--- src/hdl/ean8_barcode_encoder_macros.svh ---
// assertion macros shared by the encoder modules
`ifndef EAN8_BARCODE_ENCODER_MACROS_SVH
`define EAN8_BARCODE_ENCODER_MACROS_SVH

`ifndef NO_ASSERTIONS

// cond must hold at every edge out of reset
`define EAN8_ASSERT_ALWAYS(lbl, cond, msg) \
  lbl: assert property (@(posedge clk) disable iff (!rst_n) (cond)) else $error(msg);

// ante implies cons in the same cycle
`define EAN8_ASSERT_IMP(lbl, ante, cons, msg) \
  lbl: assert property (@(posedge clk) disable iff (!rst_n) (ante) |-> (cons)) else $error(msg);

// ante implies cons in the next cycle
`define EAN8_ASSERT_NEXT(lbl, ante, cons, msg) \
  lbl: assert property (@(posedge clk) disable iff (!rst_n) (ante) |=> (cons)) else $error(msg);

`else

`define EAN8_ASSERT_ALWAYS(lbl, cond, msg)
`define EAN8_ASSERT_IMP(lbl, ante, cons, msg)
`define EAN8_ASSERT_NEXT(lbl, ante, cons, msg)

`endif

`endif

--- src/hdl/ean8_pkg.sv ---
`default_nettype none

package ean8_pkg;

  localparam int NUM_DIGITS = 8;
  localparam int DIGIT_W    = 4;
  localparam int SUM_W      = 8;
  localparam int SEG_W      = 4;
  localparam int PAT_W      = 7;
  localparam int LEN_W      = 3;
  localparam int QUIET_W    = 8;
  localparam int KIND_W     = 2;

  localparam logic [QUIET_W-1:0] QUIET_RESET = 8'd7;

  // segment kinds
  localparam logic [KIND_W-1:0] KIND_QUIET = 2'd0;
  localparam logic [KIND_W-1:0] KIND_GUARD = 2'd1;
  localparam logic [KIND_W-1:0] KIND_DIGIT = 2'd2;

  // segment positions within one code
  localparam logic [SEG_W-1:0] SEG_QUIET_L = 4'd0;
  localparam logic [SEG_W-1:0] SEG_START   = 4'd1;
  localparam logic [SEG_W-1:0] SEG_LEFT0   = 4'd2;
  localparam logic [SEG_W-1:0] SEG_LEFT3   = 4'd5;
  localparam logic [SEG_W-1:0] SEG_CENTRE  = 4'd6;
  localparam logic [SEG_W-1:0] SEG_RIGHT0  = 4'd7;
  localparam logic [SEG_W-1:0] SEG_RIGHT3  = 4'd10;
  localparam logic [SEG_W-1:0] SEG_END     = 4'd11;
  localparam logic [SEG_W-1:0] SEG_QUIET_R = 4'd12;

  localparam logic [PAT_W-1:0] PAT_SIDE_GUARD   = 7'h05;
  localparam logic [PAT_W-1:0] PAT_CENTRE_GUARD = 7'h0A;
  localparam logic [LEN_W-1:0] LEN_SIDE_GUARD   = 3'd3;
  localparam logic [LEN_W-1:0] LEN_CENTRE_GUARD = 3'd5;
  localparam logic [LEN_W-1:0] LEN_DIGIT        = 3'd7;

  localparam logic [DIGIT_W-1:0] MAX_DIGIT = 4'd9;

  typedef logic [NUM_DIGITS-1:0][DIGIT_W-1:0] digits_t;

  // one classified code as it waits in the queue
  typedef struct packed {
    digits_t digits;
    logic    cerr;
  } item_t;

  typedef struct packed {
    logic full;
    logic empty;
  } fifo_stat_t;

  function automatic logic [PAT_W-1:0] lcode(input logic [DIGIT_W-1:0] d);
    logic [PAT_W-1:0] p;
    case (d)
      4'd0:    p = 7'h0D;
      4'd1:    p = 7'h19;
      4'd2:    p = 7'h13;
      4'd3:    p = 7'h3D;
      4'd4:    p = 7'h23;
      4'd5:    p = 7'h31;
      4'd6:    p = 7'h2F;
      4'd7:    p = 7'h3B;
      4'd8:    p = 7'h37;
      4'd9:    p = 7'h0B;
      default: p = '0;
    endcase
    return p;
  endfunction

  function automatic logic [PAT_W-1:0] rcode(input logic [DIGIT_W-1:0] d);
    logic [PAT_W-1:0] p;
    case (d)
      4'd0:    p = 7'h72;
      4'd1:    p = 7'h66;
      4'd2:    p = 7'h6C;
      4'd3:    p = 7'h42;
      4'd4:    p = 7'h5C;
      4'd5:    p = 7'h4E;
      4'd6:    p = 7'h50;
      4'd7:    p = 7'h44;
      4'd8:    p = 7'h48;
      4'd9:    p = 7'h74;
      default: p = '0;
    endcase
    return p;
  endfunction

endpackage

`default_nettype wire

--- src/hdl/ean8_front.sv ---
`default_nettype none

module ean8_front (
  input  wire                  clk,
  input  wire                  rst_n,
  input  wire                  in_valid,
  output logic                 in_stall,
  input  ean8_pkg::digits_t    in_digits,
  input  ean8_pkg::fifo_stat_t fifo_stat,
  output logic                 push,
  output ean8_pkg::item_t      push_item
);
  import ean8_pkg::*;

  logic                 vld_r, vld_nxt;
  digits_t              dig_r;
  logic [SUM_W-1:0]     sum_r, sum_nxt;
  logic [15:0]          recip;
  logic [4:0]           quot;
  logic [SUM_W-1:0]     rem_full;
  logic [DIGIT_W-1:0]   rem;
  logic [DIGIT_W-1:0]   chk;
  logic                 accept;

  assign in_stall = vld_r && fifo_stat.full;
  assign accept   = in_valid && !in_stall;
  assign push     = vld_r && !fifo_stat.full;

  // weight 3 on even positions, 1 on odd ones; raw 4-bit values go in
  always_comb begin
    sum_nxt = 8'd3 * ({4'd0, in_digits[0]} + {4'd0, in_digits[2]}
                    + {4'd0, in_digits[4]} + {4'd0, in_digits[6]})
            + {4'd0, in_digits[1]} + {4'd0, in_digits[3]} + {4'd0, in_digits[5]};
  end

  // sum mod 10 by reciprocal: floor(x*205/2048) equals x/10 for x below 1029
  always_comb begin
    recip    = {8'd0, sum_r} * 16'd205;
    quot     = recip[15:11];
    rem_full = sum_r - ({3'd0, quot} * 8'd10);
    rem      = rem_full[DIGIT_W-1:0];
    chk      = (rem == '0) ? '0 : (4'd10 - rem);
  end

  assign push_item.digits = dig_r;
  assign push_item.cerr   = (chk != dig_r[NUM_DIGITS-1]);

  always_comb begin
    vld_nxt = vld_r;
    if (accept) begin
      vld_nxt = 1'b1;
    end else if (push) begin
      vld_nxt = 1'b0;
    end
  end

  always_ff @(posedge clk) begin
    if (!rst_n) begin
      vld_r <= 1'b0;
    end else begin
      vld_r <= vld_nxt;
    end
  end

  always_ff @(posedge clk) begin
    if (accept) begin
      dig_r <= in_digits;
      sum_r <= sum_nxt;
    end
  end

endmodule

`default_nettype wire

--- src/hdl/ean8_fifo.sv ---
`default_nettype none

`include "ean8_barcode_encoder_macros.svh"

module ean8_fifo (
  input  wire                  clk,
  input  wire                  rst_n,
  input  wire                  push,
  input  ean8_pkg::item_t      push_item,
  input  wire                  pop,
  output ean8_pkg::item_t      head,
  output ean8_pkg::fifo_stat_t stat
);
  import ean8_pkg::*;

  item_t       mem_r [2];
  logic        wr_ptr_r, wr_ptr_nxt;
  logic        rd_ptr_r, rd_ptr_nxt;
  logic [1:0]  cnt_r, cnt_nxt;

  assign stat.full  = (cnt_r == 2'd2);
  assign stat.empty = (cnt_r == 2'd0);
  assign head       = mem_r[rd_ptr_r];

  always_comb begin
    wr_ptr_nxt = push ? ~wr_ptr_r : wr_ptr_r;
    rd_ptr_nxt = pop ? ~rd_ptr_r : rd_ptr_r;
    cnt_nxt    = cnt_r + {1'b0, push} - {1'b0, pop};
  end

  always_ff @(posedge clk) begin
    if (!rst_n) begin
      wr_ptr_r <= 1'b0;
      rd_ptr_r <= 1'b0;
      cnt_r    <= 2'd0;
    end else begin
      wr_ptr_r <= wr_ptr_nxt;
      rd_ptr_r <= rd_ptr_nxt;
      cnt_r    <= cnt_nxt;
    end
  end

  always_ff @(posedge clk) begin
    if (push) begin
      mem_r[wr_ptr_r] <= push_item;
    end
  end

  `EAN8_ASSERT_ALWAYS(a_no_overflow, !(push && stat.full), "push into full queue")
  `EAN8_ASSERT_ALWAYS(a_no_underflow, !(pop && stat.empty), "pop from empty queue")
  `EAN8_ASSERT_ALWAYS(a_cnt_range, cnt_r != 2'd3, "queue count out of range")

endmodule

`default_nettype wire

--- src/hdl/ean8_back.sv ---
`default_nettype none

`include "ean8_barcode_encoder_macros.svh"

module ean8_back (
  input  wire                                       clk,
  input  wire                                       rst_n,
  input  wire  [ean8_pkg::QUIET_W-1:0]              quiet_width,
  input  ean8_pkg::item_t                           head,
  input  ean8_pkg::fifo_stat_t                      fifo_stat,
  output logic                                      pop,
  output logic                                      out_valid,
  input  wire                                       out_stall,
  output logic [ean8_pkg::KIND_W-1:0]               out_seg_kind,
  output logic [ean8_pkg::PAT_W-1:0]                out_pattern,
  output logic [ean8_pkg::LEN_W-1:0]                out_pattern_len,
  output logic [ean8_pkg::QUIET_W-1:0]              out_quiet_len,
  output logic                                      out_check_error,
  output logic                                      out_bad_digit,
  output logic                                      out_last
);
  import ean8_pkg::*;

  logic [SEG_W-1:0]   seg_r, seg_nxt;
  logic               ov_r, ov_nxt;
  logic               load;
  logic [2:0]         dsel;
  logic [DIGIT_W-1:0] dig;

  logic [KIND_W-1:0]  kind;
  logic [PAT_W-1:0]   pat;
  logic [LEN_W-1:0]   len;
  logic [QUIET_W-1:0] qlen;
  logic               bad;
  logic               lst;

  logic [KIND_W-1:0]  kind_r;
  logic [PAT_W-1:0]   pat_r;
  logic [LEN_W-1:0]   len_r;
  logic [QUIET_W-1:0] qlen_r;
  logic               cerr_r;
  logic               bad_r;
  logic               lst_r;

  assign load = !fifo_stat.empty && (!ov_r || !out_stall);
  assign pop  = load && (seg_r == SEG_QUIET_R);

  // left digits sit at segments 2..5, right digits at 7..10
  always_comb begin
    if (seg_r < SEG_CENTRE) begin
      dsel = 3'(seg_r - SEG_LEFT0);
    end else begin
      dsel = 3'(seg_r - (SEG_RIGHT0 - 4'd4));
    end
    dig = head.digits[dsel];
  end

  always_comb begin
    kind = KIND_GUARD;
    pat  = '0;
    len  = '0;
    qlen = '0;
    bad  = 1'b0;
    lst  = 1'b0;
    if (seg_r == SEG_QUIET_L || seg_r == SEG_QUIET_R) begin
      kind = KIND_QUIET;
      qlen = quiet_width;
      lst  = (seg_r == SEG_QUIET_R);
    end else if (seg_r == SEG_START || seg_r == SEG_END) begin
      pat = PAT_SIDE_GUARD;
      len = LEN_SIDE_GUARD;
    end else if (seg_r == SEG_CENTRE) begin
      pat = PAT_CENTRE_GUARD;
      len = LEN_CENTRE_GUARD;
    end else begin
      kind = KIND_DIGIT;
      if (dig > MAX_DIGIT) begin
        bad = 1'b1;
      end else begin
        len = LEN_DIGIT;
        pat = (seg_r inside {[SEG_LEFT0:SEG_LEFT3]}) ? lcode(dig) : rcode(dig);
      end
    end
  end

  always_comb begin
    seg_nxt = seg_r;
    if (load) begin
      seg_nxt = (seg_r == SEG_QUIET_R) ? SEG_QUIET_L : seg_r + 4'd1;
    end
    ov_nxt = ov_r;
    if (load) begin
      ov_nxt = 1'b1;
    end else if (!out_stall) begin
      ov_nxt = 1'b0;
    end
  end

  always_ff @(posedge clk) begin
    if (!rst_n) begin
      seg_r <= SEG_QUIET_L;
      ov_r  <= 1'b0;
    end else begin
      seg_r <= seg_nxt;
      ov_r  <= ov_nxt;
    end
  end

  always_ff @(posedge clk) begin
    if (load) begin
      kind_r <= kind;
      pat_r  <= pat;
      len_r  <= len;
      qlen_r <= qlen;
      cerr_r <= head.cerr;
      bad_r  <= bad;
      lst_r  <= lst;
    end
  end

  assign out_valid       = ov_r;
  assign out_seg_kind    = kind_r;
  assign out_pattern     = pat_r;
  assign out_pattern_len = len_r;
  assign out_quiet_len   = qlen_r;
  assign out_check_error = cerr_r;
  assign out_bad_digit   = bad_r;
  assign out_last        = lst_r;

  `EAN8_ASSERT_ALWAYS(a_seg_range, seg_r <= SEG_QUIET_R, "segment counter out of range")
  `EAN8_ASSERT_IMP(a_last_quiet, out_valid && out_last, out_seg_kind == KIND_QUIET,
                   "last flag on a non-quiet segment")
  `EAN8_ASSERT_IMP(a_bad_empty, out_valid && out_bad_digit,
                   out_seg_kind == KIND_DIGIT && out_pattern_len == '0,
                   "bad digit segment carries a pattern")
  `EAN8_ASSERT_NEXT(a_wrap, pop, seg_r == SEG_QUIET_L && out_valid && out_last,
                    "queue pop without trailing quiet segment")

endmodule

`default_nettype wire

--- src/hdl/ean8_barcode_encoder.sv ---
// channel | ports                          | moves on
// --------+--------------------------------+------------------------------
// cfg     | cfg_wr_en, cfg_wr_data         | write enable high, no wait
// in      | in_valid, in_stall, in_digit_* | valid high and stall low
// out     | out_valid, out_stall, out_*    | valid high and stall low
//
// each code gives 13 output beats, one per cycle while out_stall is low; the first
// beat of a code is valid once the code has passed the check-sum stage, the queue
// and the output register.
// reset (rst_n low, synchronous) empties the pipeline and sets quiet_width to 7.
// a stalled output holds its beat; the two-entry queue lets the input keep
// taking codes while the output side is stalled.
`default_nettype none

module ean8_barcode_encoder (
  input  wire         clk,
  input  wire         rst_n,
  input  wire         cfg_wr_en,
  input  wire  [7:0]  cfg_wr_data,
  input  wire         in_valid,
  output logic        in_stall,
  input  wire  [3:0]  in_digit_0,
  input  wire  [3:0]  in_digit_1,
  input  wire  [3:0]  in_digit_2,
  input  wire  [3:0]  in_digit_3,
  input  wire  [3:0]  in_digit_4,
  input  wire  [3:0]  in_digit_5,
  input  wire  [3:0]  in_digit_6,
  input  wire  [3:0]  in_digit_7,
  output logic        out_valid,
  input  wire         out_stall,
  output logic [1:0]  out_seg_kind,
  output logic [6:0]  out_pattern,
  output logic [2:0]  out_pattern_len,
  output logic [7:0]  out_quiet_len,
  output logic        out_check_error,
  output logic        out_bad_digit,
  output logic        out_last
);
  import ean8_pkg::*;

  logic [QUIET_W-1:0] quiet_width_r;
  digits_t            digits;
  fifo_stat_t         fifo_stat;
  item_t              push_item;
  item_t              head;
  logic               push;
  logic               pop;

  always_ff @(posedge clk) begin
    if (!rst_n) begin
      quiet_width_r <= QUIET_RESET;
    end else if (cfg_wr_en) begin
      quiet_width_r <= cfg_wr_data;
    end
  end

  assign digits = {in_digit_7, in_digit_6, in_digit_5, in_digit_4,
                   in_digit_3, in_digit_2, in_digit_1, in_digit_0};

  ean8_front u_front (
    .clk       (clk),
    .rst_n     (rst_n),
    .in_valid  (in_valid),
    .in_stall  (in_stall),
    .in_digits (digits),
    .fifo_stat (fifo_stat),
    .push      (push),
    .push_item (push_item)
  );

  ean8_fifo u_fifo (
    .clk       (clk),
    .rst_n     (rst_n),
    .push      (push),
    .push_item (push_item),
    .pop       (pop),
    .head      (head),
    .stat      (fifo_stat)
  );

  ean8_back u_back (
    .clk             (clk),
    .rst_n           (rst_n),
    .quiet_width     (quiet_width_r),
    .head            (head),
    .fifo_stat       (fifo_stat),
    .pop             (pop),
    .out_valid       (out_valid),
    .out_stall       (out_stall),
    .out_seg_kind    (out_seg_kind),
    .out_pattern     (out_pattern),
    .out_pattern_len (out_pattern_len),
    .out_quiet_len   (out_quiet_len),
    .out_check_error (out_check_error),
    .out_bad_digit   (out_bad_digit),
    .out_last        (out_last)
  );

endmodule

`default_nettype wire

--- config.mk ---
export PLATFORM = sky130hd
export DESIGN_NAME = ean8_barcode_encoder
export DESIGN_NICKNAME = d
export VERILOG_FILES = /design/src/hdl/ean8_pkg.sv /design/src/hdl/ean8_front.sv /design/src/hdl/ean8_fifo.sv /design/src/hdl/ean8_back.sv /design/src/hdl/ean8_barcode_encoder.sv
export VERILOG_INCLUDE_DIRS = /design/src /design/src/hdl
export SDC_FILE = /design/constraint.sdc
export NUM_CORES = 1
export LEC_CHECK = 0
export ABC_AREA = 0
export ABC_CLOCK_PERIOD_IN_PS = 6100
export BUFFER_PORTS_ARGS = -buffer_cell sky130_fd_sc_hd__buf_2
export CORE_UTILIZATION = 50
export CTS_CLUSTER_SIZE = 8
export DETAILED_ROUTE_END_ITERATION = 16
export PLACE_DENSITY = 0.66
export SYNTH_ARGS = -nofsm -noshare
export SYNTH_HDL_FRONTEND = slang
export SYNTH_SLANG_ARGS = --single-unit
--- constraint.sdc ---
create_clock -name clk -period 6.1 [get_ports clk]
set_clock_uncertainty 0.15 [all_clocks]
set_input_delay 0.305 -clock clk [delete_from_list [all_inputs] [get_ports clk]]
set_output_delay 0.305 -clock clk [all_outputs]
set_load 0.005 [all_outputs]
==> results.ini <==
[outcome]
outcome = finished clean

[setup_path]
crit_fanout = 6
r2r_start = u_front.sum_r[2]
crit_top_cell = fa_1
crit_family = adder cells
crit_chain = ha_1 -> fa_1 -> fa_1 -> inv_1 -> fa_1 -> inv_1 -> ha_1 -> nor4_2 -> nand2_1 -> o21ai_2 -> o21bai_4 -> xor2_1 -> ha_1 -> inv_1 -> fa_1 -> xnor2_2 -> xnor2_2 -> xnor2_2 -> inv_2 -> o2111ai_1 -> and3_1 -> a31o_2 -> o2111ai_1
start_kind = flop
criticalPathCategory = reg -> reg
required_ns = 6.09
critPathSlowestCell = fa_1
cp-end-kind = flop
rrSetupSlack_ns = 0.32
slowest_delay_ns = 0.54
rr_endpoint = u_fifo.mem_r[1][0]
rr_worst_depth = 23
crit_buf_inv = 4
cp.arrival_ns = 5.77

[floorplan]
io_pins = 70
core_area_sq_mm = 0.01600
start_util_pct = 51.67
die_w_microns = 130.6
die_area_sq_mm = 0.01705
rows = 46
dieHeight_microns = 130.6

[timing]
tightest_slew_ns = 1.197
fin_tns_setup_ns = 0
fin_crit_sh_pct = 94.70
slew_viol_final = 0
slew_headroom_pct = 20.01
whs_ns = 0.01710
fmax_ghz = 0.1731
period_needed_ns = 5.777
setup_violations = 0
hold_viol = 0

[cts]
root_buffer = clkbuf_16
ctsLongestPathBuffers = 2
cts_max_level = 4
tritoncts = yes
insertion_delay_ns = 0.42
cts.sinks = 148
clk_pin_slew_worst_paths_ns = 0.06
cts_buffers = 17

[logic_synthesis]
synth_cells = 619
async_reset_ff_share_pct = 0
synth-seq-cells = 148
synth.cell_area_sq_mm = 0.008267
ys_seq_area_share_pct = 51.46
syn_nets = 764
synth_top_cell_by_area = edfxtp_1
ys_top_cells_by_count = edfxtp_1 (129), inv_1 (84), ha_1 (72)
synthTopCellsByArea = edfxtp_1 (47%), ha_1 (11%), fa_1 (6.8%), dfxtp_1 (4.6%), mux4_1 (3.8%)
synth_edf_count = 129
synth.most_common_cell = edfxtp_1
syn_avg_cell_area_sq_um = 13.35
synth.distinct_cells = 64
synth_top_cell_area_share_pct = 46.86
synth-main-ff-cell = edfxtp_1
synth.yosys.warnings = 0

[worst_hold_path]
holdPathEnd = quiet_width_r[3]
whs_path_depth = 3
min_from = cfg_wr_data[3]
hold_class = in -> reg

[layout]
instances_no_fill = 961
final_util_pct = 61.27
area_growth_pct = 18.59
fillers = 1269
multi_input_area_sq_mm = 0.003627
fin_nets = 878
drive_gt1_share_pct = 18.39
diodes = 0
area.sequential_sq_mm = 0.004254

[routing]
wirelength_microns = 15210
drtPass1Iterations = 4
wl_per_cell_microns = 15.82
via_count = 5056
ant_nets = 0
via_per_inst = 5.261
dr.first_iter.drc_count = 327
drc = 0

[placement]
place_congestion = 0.7969
place_inst = 891
io_buffers = 69
dp_hpwl_microns = 10960

[global_route]
grt_pass1_wl_microns = 25300
grtUsageTotal_pct = 19.80
grt_antenna_before_repair = 0
grt_pass1_vias = 5269
grt_max_degree = 41
overflow = 0

[flow_run]
maxCapViolCount = 0

==> cells in the final DEF, fill, tap and decap left out, types with 5 or more instances in the layout <==
master | netlist | layout
nand2_1 | 20 | 20
nor2b_1 | 11 | 10
mux4_2 | 5 | 5
and2_1 | 7 | 7
o21ai_0 | 17 | 15
buf_4 | 2 | 6
mux4_1 | 12 | 12
nor3_1 | 5 | 5
buf_2 | 0 | 69
nand2b_1 | 5 | 5
and3_1 | 14 | 14
a21o_1 | 8 | 8
xnor2_1 | 16 | 13
a21oi_1 | 21 | 21
xor2_1 | 8 | 8
clkbuf_16 | 0 | 17
edfxtp_1 | 129 | 129
nor2_1 | 30 | 29
dlygate4sd3_1 | 0 | 37
inv_1 | 84 | 83
ha_1 | 72 | 72
dfxtp_1 | 19 | 19
fa_1 | 28 | 28
mux2i_1 | 14 | 14
==> worst max-delay path by stage <==
stage,from,to,slack [ns],depth (start not counted)
3_5_place_dp,u_front.sum_r[2],u_fifo.mem_r[1][0],0.04,23
3_3_place_gp,u_front.sum_r[2],u_fifo.mem_r[0][0],0.29,23
2_1_floorplan,u_front.sum_r[2],u_fifo.mem_r[0][0],0.52,23
5_1_grt,u_front.sum_r[2],u_fifo.mem_r[1][0],-0.03,23
4_1_cts,u_front.sum_r[2],u_fifo.mem_r[1][0],0.0008,23
6_report,u_front.sum_r[2],u_fifo.mem_r[1][0],0.32,23
==> routing by layer <==
metal / global-route usage, % / share of wire, % / routed length, microns / up-vias
li1: - / - / - / 2473
met1: 23.52 / 43 / 6471 / 2430
met2: 35.36 / 52 / 7898 / 128
met3: 4.194 / 3.5 / 534 / 25
met4: 7.235 / 2.0 / 300 / 0
met5: 0 / 0 / 0 / -
==> state kept, by name, summed over array words and instances, names as in the netlist, 2 cells and up, named ones only <==
signal and cells:
quiet_width_r 8, u_back.out_pattern 7, u_back.out_pattern_len 3, u_back.out_quiet_len 8
u_back.out_seg_kind 2, u_back.seg_r 4, u_fifo.cnt_r 2, u_fifo.mem_r 66
u_front.push_item 32, u_front.sum_r 8
==> metrics by stage <==
step / cell area, sq um / setup WS (ns)
final: 9803 / 0.3231
after global routing: 9803 / -0.02797
after CTS: 9739 / 0.0007554
after detailed placement: 8793 / 0.03719
after global placement: 8793 / 0.2948
after floorplan: 8267 / 0.5209
==> timing repair <==
| item | CTS | global route |
|---|---|---|
| hold buffers | 37 | 0 |
| buffers inserted | 0 | 2 |
| resized for setup | 0 | 11 |
| endpoints found under the hold margin | 37 | 0 |
| setup endpoints to repair | 0 | 2 |
==> kinds of logic after synthesis <==
family	share of synthesized area, %
flops	51.46
fa+ha+maj	17.68
mux	7.416
xor+xnor	2.740
buf+inv	5.373
compound gates	7.704
simple gates	7.628
==> worst register-to-register path: stages, from the launching register on <==
cell and delay (ns):
edfxtp_1 0.44, ha_1 0.35, fa_1 0.52, fa_1 0.54, inv_1 0.05, fa_1 0.52, inv_1 0.04, ha_1 0.22
nor4_2 0.27, nand2_1 0.09, o21ai_2 0.16, o21bai_4 0.11, xor2_1 0.15, ha_1 0.18, inv_1 0.06, fa_1 0.43
xnor2_2 0.16, xnor2_2 0.15, xnor2_2 0.21, inv_2 0.09, o2111ai_1 0.11, and3_1 0.21, a31o_2 0.16, o2111ai_1 0.12
==> cell type report <==
class,count,share of cell area [%]
clock buffers,17,4.340
clock inverters,14,1.532
inverters,84,3.216
multi-input cells,370,37.00
flip-flops and latches,148,43.40
well taps,216,2.757
repair buffers,112,7.760
Power is left out: the tool's default activity adds up to more than one toggle a clock period on the data nets, which glitch-free logic cannot reach.
